==> src/lsd_pkg.sv <==
// Shared types and constants for the LSB stego stream decoder.
// Used by every module under src; no dependencies.
package lsd_pkg;

  localparam int unsigned MaxExtLen  = 16;
  localparam int unsigned XlenW      = $clog2(MaxExtLen + 1);
  localparam int unsigned MagicMax   = 8;
  localparam int unsigned QDepth     = 4;
  localparam int unsigned QPtrW      = $clog2(QDepth);
  localparam int unsigned QCntW      = $clog2(QDepth + 1);

  localparam logic [7:0] DotChar     = 8'h2e;

  // Configuration register indexes
  localparam logic [1:0] CfgHeaderBytes = 2'd0;
  localparam logic [1:0] CfgMagic       = 2'd1;
  localparam logic [1:0] CfgMagicLen    = 2'd2;

  // Result kinds
  localparam logic [1:0] KindExt  = 2'd0;
  localparam logic [1:0] KindData = 2'd1;
  localparam logic [1:0] KindErr  = 2'd2;

  // Error codes
  localparam logic [2:0] ErrNone     = 3'd0;
  localparam logic [2:0] ErrMagicLen = 3'd1;
  localparam logic [2:0] ErrMagic    = 3'd2;
  localparam logic [2:0] ErrExt      = 3'd3;
  localparam logic [2:0] ErrSize     = 3'd4;

  typedef enum logic [2:0] {
    PH_MLEN,
    PH_MAGIC,
    PH_XLEN,
    PH_EXT,
    PH_SIZE,
    PH_DATA,
    PH_DONE
  } phase_e;

  // One classified input beat from front to back.
  typedef struct packed {
    logic restart;
    logic bit_vld;
    logic data_bit;
  } tok_t;

  // One result beat.
  typedef struct packed {
    logic [1:0] kind;
    logic [7:0] byte_value;
    logic [2:0] error_code;
    logic       last;
  } res_t;

endpackage

==> src/lsb_stego_stream_decoder.sv <==
// Top level of the LSB stego stream decoder: config registers and wiring.
// Depends on lsd_pkg, lsd_front, lsd_tok_queue, lsd_back, lsd_res_queue.
//
// The decoder takes one carrier image byte per beat on a queue-style input
// (push/full) and returns decoded results on a queue-style output
// (empty/pop). After skipping header_bytes leading bytes of each image it
// gathers bit 0 of every byte, MSB first, into a 32-bit magic length, the
// magic text (checked against expected_magic/expected_magic_length), a 32-bit
// extension length, the extension text (must start with '.'), a signed 32-bit
// payload size and the payload. Extension characters come out as kind 0,
// payload bytes as kind 1 with last on the final byte, and a failed check as a
// single kind 2 report with last set; further bytes are then dropped until
// start_of_image. Throughput is one byte per clock unless a queue is full:
// the front end does the header skip and hands bit tokens through a 4-deep
// queue to the back end, which updates its field parser once per cycle while
// a token waits and the output queue has room, and writes at most one result
// into a 4-deep output queue; a result passes through both queues before it
// can be popped. Write configuration only while the block is drained.
module lsb_stego_stream_decoder import lsd_pkg::*; (
  input  logic        clk_i,
  input  logic        rst_ni,
  // input beats
  input  logic        push,
  output logic        full,
  input  logic [7:0]  image_byte_i,
  input  logic        start_of_image_i,
  // result beats
  output logic        empty,
  input  logic        pop,
  output logic [1:0]  kind_o,
  output logic [7:0]  byte_value_o,
  output logic [2:0]  error_code_o,
  output logic        last_o,
  // configuration writes
  input  logic        cfg_we_i,
  input  logic [1:0]  cfg_idx_i,
  input  logic [63:0] cfg_data_i
);

  logic [9:0]  header_bytes_q;
  logic [63:0] expected_magic_q;
  logic [3:0]  expected_magic_len_q;

  logic tok_push, tok_full, tok_empty, tok_pop;
  tok_t tok_wdata, tok_rdata;
  logic res_push, res_full;
  res_t res_wdata, res_rdata;
  logic in_beat;

  // Hold config; ignore writes to unused indexes.
  always_ff @(posedge clk_i or negedge rst_ni) begin
    if (!rst_ni) begin
      header_bytes_q       <= 10'd54;
      expected_magic_q     <= '0;
      expected_magic_len_q <= 4'd1;
    end else if (cfg_we_i) begin
      case (cfg_idx_i)
        CfgHeaderBytes: header_bytes_q       <= cfg_data_i[9:0];
        CfgMagic:       expected_magic_q     <= cfg_data_i;
        CfgMagicLen:    expected_magic_len_q <= cfg_data_i[3:0];
        default: ;
      endcase
    end
  end

  // Accept a beat only when the token queue has room.
  assign full    = tok_full;
  assign in_beat = push && !tok_full;

  lsd_front u_front (
    .clk_i           (clk_i),
    .rst_ni          (rst_ni),
    .valid_i         (in_beat),
    .image_byte_i    (image_byte_i),
    .start_of_image_i(start_of_image_i),
    .header_bytes_i  (header_bytes_q),
    .tok_push_o      (tok_push),
    .tok_o           (tok_wdata)
  );

  lsd_tok_queue u_tok_queue (
    .clk_i  (clk_i),
    .rst_ni (rst_ni),
    .push_i (tok_push),
    .wdata_i(tok_wdata),
    .full_o (tok_full),
    .pop_i  (tok_pop),
    .empty_o(tok_empty),
    .rdata_o(tok_rdata)
  );

  lsd_back u_back (
    .clk_i               (clk_i),
    .rst_ni              (rst_ni),
    .tok_empty_i         (tok_empty),
    .tok_i               (tok_rdata),
    .tok_pop_o           (tok_pop),
    .res_full_i          (res_full),
    .res_push_o          (res_push),
    .res_o               (res_wdata),
    .expected_magic_i    (expected_magic_q),
    .expected_magic_len_i(expected_magic_len_q)
  );

  lsd_res_queue u_res_queue (
    .clk_i  (clk_i),
    .rst_ni (rst_ni),
    .push_i (res_push),
    .wdata_i(res_wdata),
    .full_o (res_full),
    .pop_i  (pop),
    .empty_o(empty),
    .rdata_o(res_rdata)
  );

  assign kind_o       = res_rdata.kind;
  assign byte_value_o = res_rdata.byte_value;
  assign error_code_o = res_rdata.error_code;
  assign last_o       = res_rdata.last;

endmodule

==> src/lsd_front.sv <==
// Front end: accepts image bytes, skips the header, emits bit tokens.
// Depends on lsd_pkg.
module lsd_front import lsd_pkg::*; (
  input  logic       clk_i,
  input  logic       rst_ni,
  input  logic       valid_i,
  input  logic [7:0] image_byte_i,
  input  logic       start_of_image_i,
  input  logic [9:0] header_bytes_i,
  output logic       tok_push_o,
  output tok_t       tok_o
);

  logic       hdr_act_q, hdr_act_d;
  logic [9:0] hdr_cnt_q, hdr_cnt_d;
  logic       act;
  logic [9:0] cnt;

  always_comb begin
    act       = start_of_image_i ? 1'b1 : hdr_act_q;
    cnt       = start_of_image_i ? '0 : hdr_cnt_q;
    hdr_act_d = hdr_act_q;
    hdr_cnt_d = hdr_cnt_q;
    tok_o.restart  = start_of_image_i;
    tok_o.data_bit = image_byte_i[0];
    tok_o.bit_vld  = 1'b1;
    if (act && (cnt < header_bytes_i)) begin
      tok_o.bit_vld = 1'b0;
      hdr_cnt_d     = cnt + 10'd1;
      hdr_act_d     = 1'b1;
    end else begin
      hdr_cnt_d = cnt;
      hdr_act_d = 1'b0;
    end
    // Drop header beats unless they carry a restart.
    tok_push_o = valid_i && (start_of_image_i || tok_o.bit_vld);
  end

  always_ff @(posedge clk_i or negedge rst_ni) begin
    if (!rst_ni) begin
      hdr_act_q <= 1'b1;
      hdr_cnt_q <= '0;
    end else if (valid_i) begin
      hdr_act_q <= hdr_act_d;
      hdr_cnt_q <= hdr_cnt_d;
    end
  end

endmodule

==> src/lsd_tok_queue.sv <==
// Short token queue between front and back end.
// Depends on lsd_pkg.
module lsd_tok_queue import lsd_pkg::*; (
  input  logic clk_i,
  input  logic rst_ni,
  input  logic push_i,
  input  tok_t wdata_i,
  output logic full_o,
  input  logic pop_i,
  output logic empty_o,
  output tok_t rdata_o
);

  tok_t             mem_q [QDepth];
  logic [QPtrW-1:0] wptr_q, rptr_q;
  logic [QCntW-1:0] cnt_q;
  logic             do_push, do_pop;

  assign full_o  = (cnt_q == QCntW'(QDepth));
  assign empty_o = (cnt_q == '0);
  assign do_push = push_i && !full_o;
  assign do_pop  = pop_i && !empty_o;
  assign rdata_o = mem_q[rptr_q];

  always_ff @(posedge clk_i) begin
    if (do_push) begin
      mem_q[wptr_q] <= wdata_i;
    end
  end

  always_ff @(posedge clk_i or negedge rst_ni) begin
    if (!rst_ni) begin
      wptr_q <= '0;
      rptr_q <= '0;
      cnt_q  <= '0;
    end else begin
      if (do_push) wptr_q <= wptr_q + 1'b1;
      if (do_pop)  rptr_q <= rptr_q + 1'b1;
      cnt_q <= cnt_q + QCntW'(do_push) - QCntW'(do_pop);
    end
  end

endmodule

==> src/lsd_res_queue.sv <==
// Result queue that drives the output side of the decoder.
// Depends on lsd_pkg.
module lsd_res_queue import lsd_pkg::*; (
  input  logic clk_i,
  input  logic rst_ni,
  input  logic push_i,
  input  res_t wdata_i,
  output logic full_o,
  input  logic pop_i,
  output logic empty_o,
  output res_t rdata_o
);

  res_t             mem_q [QDepth];
  logic [QPtrW-1:0] wptr_q, rptr_q;
  logic [QCntW-1:0] cnt_q;
  logic             do_push, do_pop;

  assign full_o  = (cnt_q == QCntW'(QDepth));
  assign empty_o = (cnt_q == '0);
  assign do_push = push_i && !full_o;
  assign do_pop  = pop_i && !empty_o;
  assign rdata_o = mem_q[rptr_q];

  always_ff @(posedge clk_i) begin
    if (do_push) begin
      mem_q[wptr_q] <= wdata_i;
    end
  end

  always_ff @(posedge clk_i or negedge rst_ni) begin
    if (!rst_ni) begin
      wptr_q <= '0;
      rptr_q <= '0;
      cnt_q  <= '0;
    end else begin
      if (do_push) wptr_q <= wptr_q + 1'b1;
      if (do_pop)  rptr_q <= rptr_q + 1'b1;
      cnt_q <= cnt_q + QCntW'(do_push) - QCntW'(do_pop);
    end
  end

endmodule

==> src/lsd_back.sv <==
// Back end: collects hidden bits into fields, checks them, emits results.
// Depends on lsd_pkg.
module lsd_back import lsd_pkg::*; (
  input  logic        clk_i,
  input  logic        rst_ni,
  input  logic        tok_empty_i,
  input  tok_t        tok_i,
  output logic        tok_pop_o,
  input  logic        res_full_i,
  output logic        res_push_o,
  output res_t        res_o,
  input  logic [63:0] expected_magic_i,
  input  logic [3:0]  expected_magic_len_i
);

  phase_e           phase_q, phase_d;
  logic [4:0]       bcnt_q, bcnt_d;
  logic [31:0]      shift_q, shift_d;
  logic [30:0]      icnt_q, icnt_d;
  logic [3:0]       mlen_q, mlen_d;
  logic [XlenW-1:0] xlen_q, xlen_d;
  logic [30:0]      psize_q, psize_d;
  logic             mm_q, mm_d;

  logic [31:0] shift_n;
  logic [4:0]  bcnt_n;
  logic [30:0] icnt_n;
  logic [7:0]  ch, want;
  logic        mm_n;

  assign tok_pop_o = !tok_empty_i && !res_full_i;

  always_comb begin
    // Apply a restart before the bit of the same beat.
    phase_d = tok_i.restart ? PH_MLEN : phase_q;
    bcnt_d  = tok_i.restart ? '0 : bcnt_q;
    shift_d = tok_i.restart ? '0 : shift_q;
    icnt_d  = tok_i.restart ? '0 : icnt_q;
    mlen_d  = tok_i.restart ? '0 : mlen_q;
    xlen_d  = tok_i.restart ? '0 : xlen_q;
    psize_d = tok_i.restart ? '0 : psize_q;
    mm_d    = tok_i.restart ? 1'b1 : mm_q;

    res_push_o       = 1'b0;
    res_o.kind       = KindExt;
    res_o.byte_value = '0;
    res_o.error_code = ErrNone;
    res_o.last       = 1'b0;

    shift_n = {shift_d[30:0], tok_i.data_bit};
    bcnt_n  = bcnt_d + 5'd1;
    icnt_n  = icnt_d + 31'd1;
    ch      = shift_n[7:0];
    want    = expected_magic_i[{icnt_d[2:0], 3'b000} +: 8];
    mm_n    = mm_d && (ch == want);

    if (tok_pop_o && tok_i.bit_vld && (phase_d != PH_DONE)) begin
      case (phase_d)
        PH_MLEN, PH_XLEN, PH_SIZE: begin
          shift_d = shift_n;
          bcnt_d  = bcnt_n;
          if (bcnt_n == '0) begin
            shift_d = '0;
            icnt_d  = '0;
            case (phase_d)
              PH_MLEN: begin
                if (shift_n == '0) begin
                  res_push_o       = 1'b1;
                  res_o.error_code = ErrMagicLen;
                end else if (shift_n > 32'(MagicMax) ||
                             shift_n != {28'd0, expected_magic_len_i}) begin
                  res_push_o       = 1'b1;
                  res_o.error_code = ErrMagic;
                end else begin
                  mlen_d  = shift_n[3:0];
                  mm_d    = 1'b1;
                  phase_d = PH_MAGIC;
                end
              end
              PH_XLEN: begin
                if (shift_n == '0 || shift_n > 32'(MaxExtLen)) begin
                  res_push_o       = 1'b1;
                  res_o.error_code = ErrExt;
                end else begin
                  xlen_d  = shift_n[XlenW-1:0];
                  phase_d = PH_EXT;
                end
              end
              default: begin
                if (shift_n == '0 || shift_n[31]) begin
                  res_push_o       = 1'b1;
                  res_o.error_code = ErrSize;
                end else begin
                  psize_d = shift_n[30:0];
                  phase_d = PH_DATA;
                end
              end
            endcase
          end
        end
        default: begin
          shift_d = shift_n;
          bcnt_d  = bcnt_n;
          if (bcnt_n >= 5'd8) begin
            bcnt_d  = '0;
            shift_d = '0;
            case (phase_d)
              PH_MAGIC: begin
                mm_d   = mm_n;
                icnt_d = icnt_n;
                if (icnt_n >= 31'(mlen_d)) begin
                  if (!mm_n) begin
                    res_push_o       = 1'b1;
                    res_o.error_code = ErrMagic;
                  end else begin
                    phase_d = PH_XLEN;
                  end
                end
              end
              PH_EXT: begin
                if (icnt_d == '0 && ch != DotChar) begin
                  res_push_o       = 1'b1;
                  res_o.error_code = ErrExt;
                end else begin
                  icnt_d           = icnt_n;
                  res_push_o       = 1'b1;
                  res_o.kind       = KindExt;
                  res_o.byte_value = ch;
                  if (icnt_n >= 31'(xlen_d)) phase_d = PH_SIZE;
                end
              end
              default: begin
                icnt_d           = icnt_n;
                res_push_o       = 1'b1;
                res_o.kind       = KindData;
                res_o.byte_value = ch;
                if (icnt_n >= psize_d) begin
                  res_o.last = 1'b1;
                  phase_d    = PH_DONE;
                end
              end
            endcase
          end
        end
      endcase
      // Any error report ends the parse.
      if (res_o.error_code != ErrNone) begin
        res_o.kind = KindErr;
        res_o.last = 1'b1;
        phase_d    = PH_DONE;
      end
    end
  end

  always_ff @(posedge clk_i or negedge rst_ni) begin
    if (!rst_ni) begin
      phase_q <= PH_MLEN;
      bcnt_q  <= '0;
      shift_q <= '0;
      icnt_q  <= '0;
      mlen_q  <= '0;
      xlen_q  <= '0;
      psize_q <= '0;
      mm_q    <= 1'b1;
    end else if (tok_pop_o) begin
      phase_q <= phase_d;
      bcnt_q  <= bcnt_d;
      shift_q <= shift_d;
      icnt_q  <= icnt_d;
      mlen_q  <= mlen_d;
      xlen_q  <= xlen_d;
      psize_q <= psize_d;
      mm_q    <= mm_d;
    end
  end

  a_err_is_last: assert property (@(posedge clk_i) disable iff (!rst_ni)
    res_push_o && res_o.kind == KindErr |-> res_o.last && res_o.error_code != ErrNone)
    else $error("error report without last or code");

  a_data_no_code: assert property (@(posedge clk_i) disable iff (!rst_ni)
    res_push_o && res_o.kind != KindErr |-> res_o.error_code == ErrNone)
    else $error("data result carries an error code");

  a_res_from_tok: assert property (@(posedge clk_i) disable iff (!rst_ni)
    res_push_o |-> tok_pop_o && !res_full_i)
    else $error("result pushed without a consumed token");

  a_last_ends: assert property (@(posedge clk_i) disable iff (!rst_ni)
    res_push_o && res_o.last |=> phase_q == PH_DONE)
    else $error("parse continues after a last result");

endmodule
==> config.mk <==
export PLATFORM = sky130hd
export DESIGN_NAME = lsb_stego_stream_decoder
export DESIGN_NICKNAME = d
export VERILOG_FILES = /design/src/lsd_pkg.sv /design/src/lsb_stego_stream_decoder.sv /design/src/lsd_front.sv /design/src/lsd_tok_queue.sv /design/src/lsd_res_queue.sv /design/src/lsd_back.sv
export SDC_FILE = /design/constraint.sdc
export NUM_CORES = 1
export LEC_CHECK = 0
export ABC_AREA = 0
export BUFFER_PORTS_ARGS = -buffer_cell sky130_fd_sc_hd__buf_2
export CAP_MARGIN = 5
export CORE_MARGIN = 1.5
export CORE_UTILIZATION = 49
export CTS_BUF_LIST = sky130_fd_sc_hd__clkbuf_8 sky130_fd_sc_hd__clkbuf_16
export DETAILED_ROUTE_END_ITERATION = 6
export GPL_TIMING_DRIVEN = 0
export PLACE_DENSITY = 0.66
export SETUP_SLACK_MARGIN = 0.02
export SYNTH_ARGS = -nofsm -noshare
export SYNTH_HDL_FRONTEND = slang
export SYNTH_HIERARCHICAL = 1
export SYNTH_SLANG_ARGS = --single-unit
==> constraint.sdc <==
create_clock -name clk_i -period 10.2 [get_ports clk_i]
set_input_delay 1.02 -clock clk_i [delete_from_list [all_inputs] [get_ports clk_i]]
set_output_delay 1.02 -clock clk_i [all_outputs]
set_load 0.02 [all_outputs]
* Word level (Yosys, flattened, before mapping)
Memory sizes are Yosys's and may differ from the RTL's.
Cells that the tools add are included.
** Word-level totals
- Flip-flop bits (word level) :: 214
- Memory bits (writable) :: 68
- Input bits :: 80
- Output and inout port bits :: 16
- Memories :: 2
** Memories
- u_res_queue.mem_q :: words 4, width 14, read ports 1, clocked after memory_dff 0, wr ports 1, line lsd_res_queue.sv:14 : res_t mem_q [QDepth];
- u_tok_queue.mem_q :: words 4, width 3, read ports 1, clocked after memory_dff 0, wr ports 1, line lsd_tok_queue.sv:14 : tok_t mem_q [QDepth];
** Operators by class
- Add/subtract/negate cells :: 11
- Magnitude comparators :: 7
- Equality and inequality tests :: 12
- Shift operators :: 1
- Multiplexer cells :: 104
- Reductions and logical operators :: 34
** Operators by type and width (count)
- 31-bit two-way mux :: 18
- 64-bit by 7-bit variable part select with 8-bit output :: 1
- 3-bit two-way mux :: 21
- 5-bit two-way mux :: 10
- 32-bit by 4-bit > comparator with 1-bit output, second input constant :: 1
- 32-bit by 5-bit > comparator with 1-bit output, second input constant :: 1
- 32-bit zero test :: 1
- 32-bit by 4-bit inequality test with 1-bit output :: 1
- 31-bit by 1-bit adder with 31-bit output, second input constant :: 1
- 31-bit greater-or-equal comparator :: 1
- 31-bit by 4-bit greater-or-equal comparator with 1-bit output :: 1
- 31-bit by 5-bit greater-or-equal comparator with 1-bit output :: 1
- 31-bit zero test :: 1
- 1-bit two-way mux :: 31
- 10-bit two-way mux :: 3
- 14-bit two-way mux :: 2
- 4-bit two-way mux :: 7
- 3-bit one-hot mux with 2 select lines :: 4
- 9-bit one-hot mux with 2 select lines :: 1
- 1-bit logical AND :: 12
- 10-bit by 1-bit adder with 10-bit output, second input constant :: 1
- 10-bit < comparator :: 1
- 2-bit two-way mux :: 5
- 3-bit equality test, second input constant :: 3
- other kinds (23) :: 40

* Longest topological paths before layout
Gate-level depths: netlist of run 1.
An unclocked memory read counts as a cell.
- Depth in word-level cells :: 14
- Mapped depth :: 28

* By module
Netlist of run 1, hierarchy kept.
** Modules (own cells, without submodules)
- lsd_back :: times used 1, cells each 1116, area each 9093.7 um^2, sequential area each 2778.9 um^2
- lsb_stego_stream_decoder :: times used 1, cells each 168, area each 3226.8 um^2, sequential area each 1958.1 um^2
- lsd_res_queue :: times used 1, cells each 114, area each 2524.9 um^2, sequential area each 1856.8 um^2
- lsd_front :: times used 1, cells each 114, area each 988.4 um^2, sequential area each 276.5 um^2
- lsd_tok_queue :: times used 1, cells each 57, area each 902.1 um^2, sequential area each 535.5 um^2

* Worst setup path after synthesis of run 1
OpenSTA, ideal clock, no wires.
- Kind :: reg-to-reg
- Start point :: register u_tok_queue.rptr_q[0]
- End point :: register u_res_queue.cnt_q[2]
- Arrival time :: 4.992 ns
- Required time :: 10.074 ns
- Path slack :: 5.082 ns
- Stages on the path, launching flop included :: 29
- Buffers on the path :: 8
- Clock period less this slack :: 5.118 ns
- Path through :: dfrtp_1 -> buf_2 -> mux4_2 -> buf_2 -> buf_2 -> buf_2 -> buf_2 -> buf_2 -> clkbuf_1 -> clkbuf_1 -> nor2b_1 -> ha_1 -> nand2b_1 -> a21oi_1 -> nor2b_1 -> o21ai_0 -> nand2_1 -> and4bb_1 -> and2_1 -> o21ai_1 -> o2bb2ai_1 -> nand2b_1 -> ha_1 -> inv_1 -> ha_1 -> inv_1 -> fa_1 -> xnor2_1 -> xnor2_1
** RTL lines
- from (decl) :: line lsd_tok_queue.sv:15 : logic [QPtrW-1:0] wptr_q, rptr_q;
- from (signal assigned) :: line lsd_tok_queue.sv:38 : if (do_pop) rptr_q <= rptr_q + 1'b1;
- to (signal assigned) :: line lsd_res_queue.sv:39 : cnt_q <= cnt_q + QCntW'(do_push) - QCntW'(do_pop);
- to (decl) :: line lsd_res_queue.sv:16 : logic [QCntW-1:0] cnt_q;

==> results of run 1 <==
==> power breakdown <==
| group | total, mW | switching, mW | leakage, nW | internal, mW |
|---|---|---|---|---|
| sequential | 1.39 | 0.109 | 3.42 | 1.28 |
| combinational | 1.35 | 0.910 | 4.13 | 0.440 |
| clock | 1.26 | 0.484 | 0.573 | 0.773 |
| total | 3.99 | 1.50 | 8.12 | 2.49 |
==> synth_stat cells (36+ instances only) <==
| library cell | instances |
|---|---|
| dfrtp_1 | 207 |
| nand2_1 | 165 |
| o21ai_0 | 116 |
| nor2_1 | 84 |
| edfxtp_1 | 68 |
| ha_1 | 62 |
| mux2_4 | 62 |
| a21oi_1 | 57 |
| clkbuf_1 | 57 |
| a22oi_1 | 55 |
| inv_1 | 42 |
| mux2i_1 | 36 |
| nand3_1 | 36 |
==> final timing paths <==
kind,start,end,slack (ns)
min,rst_ni,u_back/icnt_q[19],0.39
max in group asynchronous,rst_ni,u_res_queue/cnt_q[0],8.69
max,u_tok_queue/rptr_q[0],u_res_queue/cnt_q[2],2.74
min in group clk_i,u_back/mm_q,u_back/mm_q,0.47
max reg2reg,u_tok_queue/rptr_q[0],u_res_queue/cnt_q[2],2.74
min reg2reg,u_back/mm_q,u_back/mm_q,0.47
==> layout by cell type (no fill, tap or decap), types with 7 or more instances in the layout <==
master	n
a21o_1	9
a21oi_1	57
a22o_1	25
a22oi_1	55
a31oi_1	11
and2_1	14
and3_1	12
and3b_1	11
and4_1	11
buf_12	7
buf_2	116
buf_4	11
bufinv_16	7
clkbuf_1	57
clkbuf_16	31
dfrtp_1	207
dfstp_2	7
edfxtp_1	68
ha_1	62
inv_1	43
mux2_2	25
mux2_4	62
mux2i_1	36
mux4_2	19
nand2_1	165
nand2b_1	20
nand3_1	36
nand4_1	25
nor2_1	84
nor2b_1	31
nor3_1	21
nor4_1	20
o211ai_1	9
o21ai_0	116
o21ai_1	8
o22ai_1	8
or4_1	7
xnor2_1	31
xor2_1	8
==> stage by stage <==
step	hold slack [ns]	std cells	utilization [%]	setup slack (ns)	instance area, um^2
6_report	0.390	2163	56.4	2.74	19000
3_5_place_dp	0.453	2105	52.9	2.92	17800
3_3_place_gp	0.450	2103	52.7	3.02	17700
2_1_floorplan	0.439	1569	-	5.08	16700
5_1_grt	0.439	2163	56.4	2.50	19000
4_1_cts	0.413	2163	56.4	2.90	19000
==> cell type report <==
cell class                      count  area (um^2)  share of cell area [%]
Timing Repair Buffer               88          495                    2.61
Sequential cell                   282         7410                    39.1
Inverter                           47          176                   0.931
Buffer                            114          659                    3.48
Tap cell                          448          561                    2.96
Clock inverter                     22          315                    1.66
Clock buffer                       36          845                    4.46
Multi-Input combinational cell   1126         8490                    44.8
==> sequential cells by signal, summed over array words and instances, names as in the netlist <==
| name | flops |
|---|---|
| u_back/icnt_q | 31 |
| u_back/psize_q | 31 |
| expected_magic_len_q | 4 |
| u_front/hdr_cnt_q | 10 |
| u_tok_queue/wptr_q | 2 |
| u_tok_queue/mem_q | 12 |
| u_tok_queue/rptr_q | 2 |
| u_res_queue/mem_q | 56 |
| u_back/xlen_q | 5 |
| u_back/mm_q | 1 |
| u_back/mlen_q | 4 |
| header_bytes_q | 10 |
| u_tok_queue/cnt_q | 3 |
| u_back/shift_q | 31 |
| u_res_queue/cnt_q | 3 |
| u_back/phase_q | 3 |
| expected_magic_q | 64 |
| u_res_queue/rptr_q | 2 |
| u_front/hdr_act_q | 1 |
| u_res_queue/wptr_q | 2 |
| u_back/bcnt_q | 5 |
==> cell families (layout without fill, tap and decap cells) <==
logic type | count (synthesis) | count (layout) | synth area share [%]
mux | 149 | 149 | 13.0
compound gates | 367 | 367 | 14.6
fa+ha+maj | 64 | 64 | 4.87
flops | 282 | 282 | 44.3
buf+inv | 161 | 307 | 4.99
simple gates | 507 | 507 | 16.3
xor+xnor | 39 | 39 | 2.04
==> routing by layer <==
metal | GRT usage (%) | share of wire, % | vias to the layer above
li1 | - | - | 6051
met1 | 37.1 | 44 | 6588
met4 | 7.32 | 2.7 | 0
met2 | 42.7 | 47 | 466
met5 | 0 | 0 | -
met3 | 3.41 | 6.4 | 88
==> worst max-delay path, stage by stage (launching register included) <==
cell and delay (ns):
dfrtp_1 0.35, buf_2 0.17, mux4_2 0.53, buf_2 0.36, buf_2 0.34, buf_2 0.43, buf_2 0.45, buf_2 0.37
clkbuf_1 0.51, buf_2 0.40, buf_2 0.38, nor2_1 0.17, ha_1 0.30, o21ai_0 0.07, nand2_1 0.09, and4bb_1 0.22
and2_1 0.17, o21ai_1 0.16, o2bb2ai_1 0.39, nand2b_1 0.21, ha_1 0.33, inv_1 0.05, ha_1 0.12, inv_1 0.05
fa_1 0.38, xnor2_1 0.15, xnor2_1 0.14
==> flow_summary.ini, run 1 <==
[clock_network]
cts_setup_buffers = 0
numCtsBuffers = 31
ctsHtreeMaxLevel = 1
cts_tree = built
clock_path_buffers = 3
cts_sinks = 282
clkTransAtPathRegs_ns = 0.06
cts_resized = 0
insertion_delay_ns = 0.58
root_buffer = clkbuf_16
cts_hold_buf = 0

[power_and_ir_drop]
power_mw = 3.99
leakagePower_nw = 8.12
ir_drop_mv = 0.148
pwr_density_cell_mw_per_mm2 = 211

[global_routing]
grt_pass1_vias = 13000
grt_pass1_wl_um = 73700
grt_antenna_before_repair = 0
grt_max_degree = 75
track_usage_pct = 26.3
grt_overflow = 0

[detailed_routing]
wl_per_cell_um = 21.2
first_pass_iters = 6
vias_per_cell = 6.10
routed_wl_um = 45900
dr.first_iter.drc_count = 1241
drcViolationCount = 0
ant_nets = 0
vias = 13200

[job]
maxCapViolations = 0

[floorplan]
num_io_pins = 96
start_util_pct = 49.8
dieArea_mm2 = 0.0353
core_area_mm2 = 0.0336
rows = 67
die_x_um = 188
die_y_um = 188

[setup_path]
critPathLaunchType = flop
reg2reg_depth = 26
cp_max_fo = 10
cp.arrival_ns = 7.91
path_class = reg2reg
critPathCaptureType = flop
required_ns = 10.65

[timing]
drv_slew = 0
fin_skew_ns = 0.0152
fmax_ghz = 0.134
hold_viol_final = 0
period_needed_ns = 7.46
slew_headroom_pct = 34.1
fin_tns_setup_ns = 0
setup_violations = 0
rsz0062_at_grt = false
tightest_slew_ns = 0.988
period_share_pct = 73.1

[synthesis]
synth-edff-count = 68
ys_seq_area_share_pct = 44.3
synth_area_mm2 = 0.0167
synth_top_cell_by_area = dfrtp_1
ys.flop_type = dfrtp_1
synth-seq-cells = 282
synth_top_area_share_pct = 31.0
yosysWarnings = 6
syn_inst = 1569
syn_avg_cell_area_um2 = 10.7
async_flop_share_pct = 75.9
ys_types = 99
netlist_top_cells_area = dfrtp_1 (31%), edfxtp_1 (12%), mux2_4 (5.6%)
syn_nets = 1713

[run_status]
status = complete, no violations

[layout]
fin_nets = 1834
areaGrowthSynthToFinish_pct = 13.2
fill_cells = 2852
diodes = 0
drive_gt1_share_pct = 20.8

[hold_path]
min_path_type = in2async

[place]
gp_congestion = 0.936
place_hpwl_um = 33100
port_buffers = 86
No activity file was read; power rests on OpenSTA's default activity.
==> inputs of run 2 (changes only) <==
--- a/config.mk
+++ b/config.mk
@@ -13,7 +13,7 @@
 export CTS_BUF_LIST = sky130_fd_sc_hd__clkbuf_8 sky130_fd_sc_hd__clkbuf_16
 export DETAILED_ROUTE_END_ITERATION = 6
 export GPL_TIMING_DRIVEN = 0
-export PLACE_DENSITY = 0.66
+export PLACE_DENSITY = 0.69
 export SETUP_SLACK_MARGIN = 0.02
 export SYNTH_ARGS = -nofsm -noshare
 export SYNTH_HDL_FRONTEND = slang
==> constraint.sdc (replaced) <==
create_clock -name clk_i -period 6.45 [get_ports clk_i]
set_input_delay 0.645 -clock clk_i [delete_from_list [all_inputs] [get_ports clk_i]]
set_output_delay 0.645 -clock clk_i [all_outputs]
set_load 0.02 [all_outputs]
==> run 2 against run 1 <==
Wire length rose by 3.1%. Combinational power rose by 60%. Sequential power increased by 58%. Clock skew up 0.0093 ns. Maximum frequency is 18% higher. Worst hold slack worse by 0.24 ns. Design area hardly changed. Count of clock-buffer cells in the layout rose by 9. Cell count is essentially flat. Utilization hardly changed. Global-route usage increased by 0.73 points.
==> flow_summary.ini, run 2 (synthesis gave the netlist of run 1 again) <==
[run_status]
status = complete, no violations

[floorplan]
core_area_mm2 = 0.0336
num_io_pins = 96
rows = 67
start_util_pct = 49.8
dieArea_mm2 = 0.0353
die_y_um = 188
die_x_um = 188

[setup_path]
cp_max_fo = 19
r2r_end = u_res_queue/cnt_q[2]
cp.arrival_ns = 6.71
worstSetupEndpoint = u_res_queue/cnt_q[2]
critPathCaptureType = flop
worstSetupStartpoint = u_tok_queue/rptr_q[0]
cpMaxStageDelayCell = mux4_2
reg2reg_setup_slack_ns = 0.14
path_class = reg2reg
cpPeakStageDelay_ns = 0.55
r2r-start = u_tok_queue/rptr_q[0]
required_ns = 6.85
critPathMostFrequentCell = buf_4
critPathLaunchType = flop
reg2reg_depth = 25

[layout]
final_common_cell = dfrtp_1
diodes = 0
reg_top3 = expected_magic_q: 64 flops, u_res_queue/mem_q: 56 flops
fin_cells = 2164
largest_reg_flops = 64
layout_common_cells = dfrtp_1 (207), nand2_1 (165), o21ai_0 (116), buf_2 (110), nor2_1 (83)
final_util_pct = 56.4
fin_nets = 1834
drive_gt1_share_pct = 20.9
largest_register = expected_magic_q
areaGrowthSynthToFinish_pct = 13.2

[power_and_ir_drop]
ir_drop_mv = 0.238
leakagePower_nw = 8.15
power_mw = 6.31
pwr_density_cell_mw_per_mm2 = 333

[timing]
period_share_pct = 97.8
period_needed_ns = 6.31
rsz0062_at_grt = true
fmax_ghz = 0.158
drv_slew = 0
hold_viol_final = 0
tightest_slew_ns = 1.10
fin_hold_ws_ns = 0.154
fin_skew_ns = 0.0245
slew_headroom_pct = 25.0
setup_violations = 0

[detailed_routing]
first_pass_iters = 6
wl_per_cell_um = 21.9
routed_wl_um = 47300
ant_nets = 0
vias = 13200
drcViolationCount = 0
dr.first_iter.drc_count = 1274
vias_per_cell = 6.12

[clock_network]
cts_tree = built
clock_path_buffers = 3
cts_hold_buf = 0
cts_sinks = 282
clkTransAtPathRegs_ns = 0.06
ctsHtreeMaxLevel = 2
numCtsBuffers = 34
cts_setup_buffers = 0
root_buffer = clkbuf_16
insertion_delay_ns = 0.54

[global_routing]
track_usage_pct = 27.0
grt_pass1_wl_um = 74100
grt_overflow = 0
grt_antenna_before_repair = 0
grt_pass1_vias = 12900
grt_max_degree = 120

[place]
placed_cells = 2104
port_buffers = 86
gp_congestion = 0.951
place_hpwl_um = 34200

[job]
maxCapViolations = 0

[hold_path]
min_path_type = in2async
[run 2: changes by cell type in the layout (fill, tap and decap cells not counted), moves of 2 or more]
cell       previous run  this run
clkbuf_2              0         2
clkbuf_8              5        10
clkbuf_16            31        35
bufinv_16             7         2
buf_4                11        15
buf_2               116       110
clkbuf_1             57        54
inv_1                43        48
[run 2: worst max-delay path: cells and delay by family (launching register included)]
family | cells | cell delay, ns
mux | 1 | 0.55
xor+xnor | 2 | 0.28
buf+inv | 10 | 2.40
simple gates | 5 | 0.88
fa+ha+maj | 4 | 1.11
compound gates | 3 | 0.58
flops | 1 | 0.35
[run 2: what timing repair did]
| item | in CTS | in global routing |
|---|---|---|
| gates resized for setup | 8 | 2 |
| setup endpoints to repair | 127 | 7 |
| gates cloned | 0 | 0 |
[run 2: how the worst min path moves through the flow]
stage,start,endpoint,depth (start not counted)
6_report,rst_ni,u_back/icnt_q[29],1
5_1_grt,rst_ni,u_back/icnt_q[29],1
4_1_cts,rst_ni,u_back/icnt_q[12],1
3_5_place_dp,u_back/mm_q,u_back/mm_q,2
3_3_place_gp,u_back/mm_q,u_back/mm_q,2
2_1_floorplan,rst_ni,expected_magic_len_q[1],0
[run 2: layout make-up]
cell class	instances	area, um^2
well taps	448	561
multi-input cells	1126	8500
fillers	2862	14700
clock inverters	17	149
plain buffers	112	669
clock buffers	45	1010
flip-flops and latches	282	7410
inverters	47	176
repair buffers	87	468
[run 2: metrics by stage]
step	TNS [ns]	area, um^2	worst slack, ns
floorplan	0	16700	1.33
global placement	-54.69	17700	-1.07
detailed placement	-50.97	17800	-1.05
CTS	0	18900	0.190
global route	-0.0649	18900	-0.0649
finish	0	18900	0.140
[run 2: layer usage]
metal	track usage [%]	up-vias	wire (um)
met3	6.21	99	4380
met5	0.687	-	31
li1	-	6050	-
met4	9.69	2	1560
met1	36.6	6494	19700
met2	42.5	595	21600
[run 2: power breakdown]
part	internal, mW	switching, mW	leakage (nW)	total (mW)
registers	2.02	0.175	3.42	2.20
logic	0.704	1.45	4.13	2.16
clock network	1.19	0.771	0.603	1.96
total	3.91	2.40	8.15	6.31
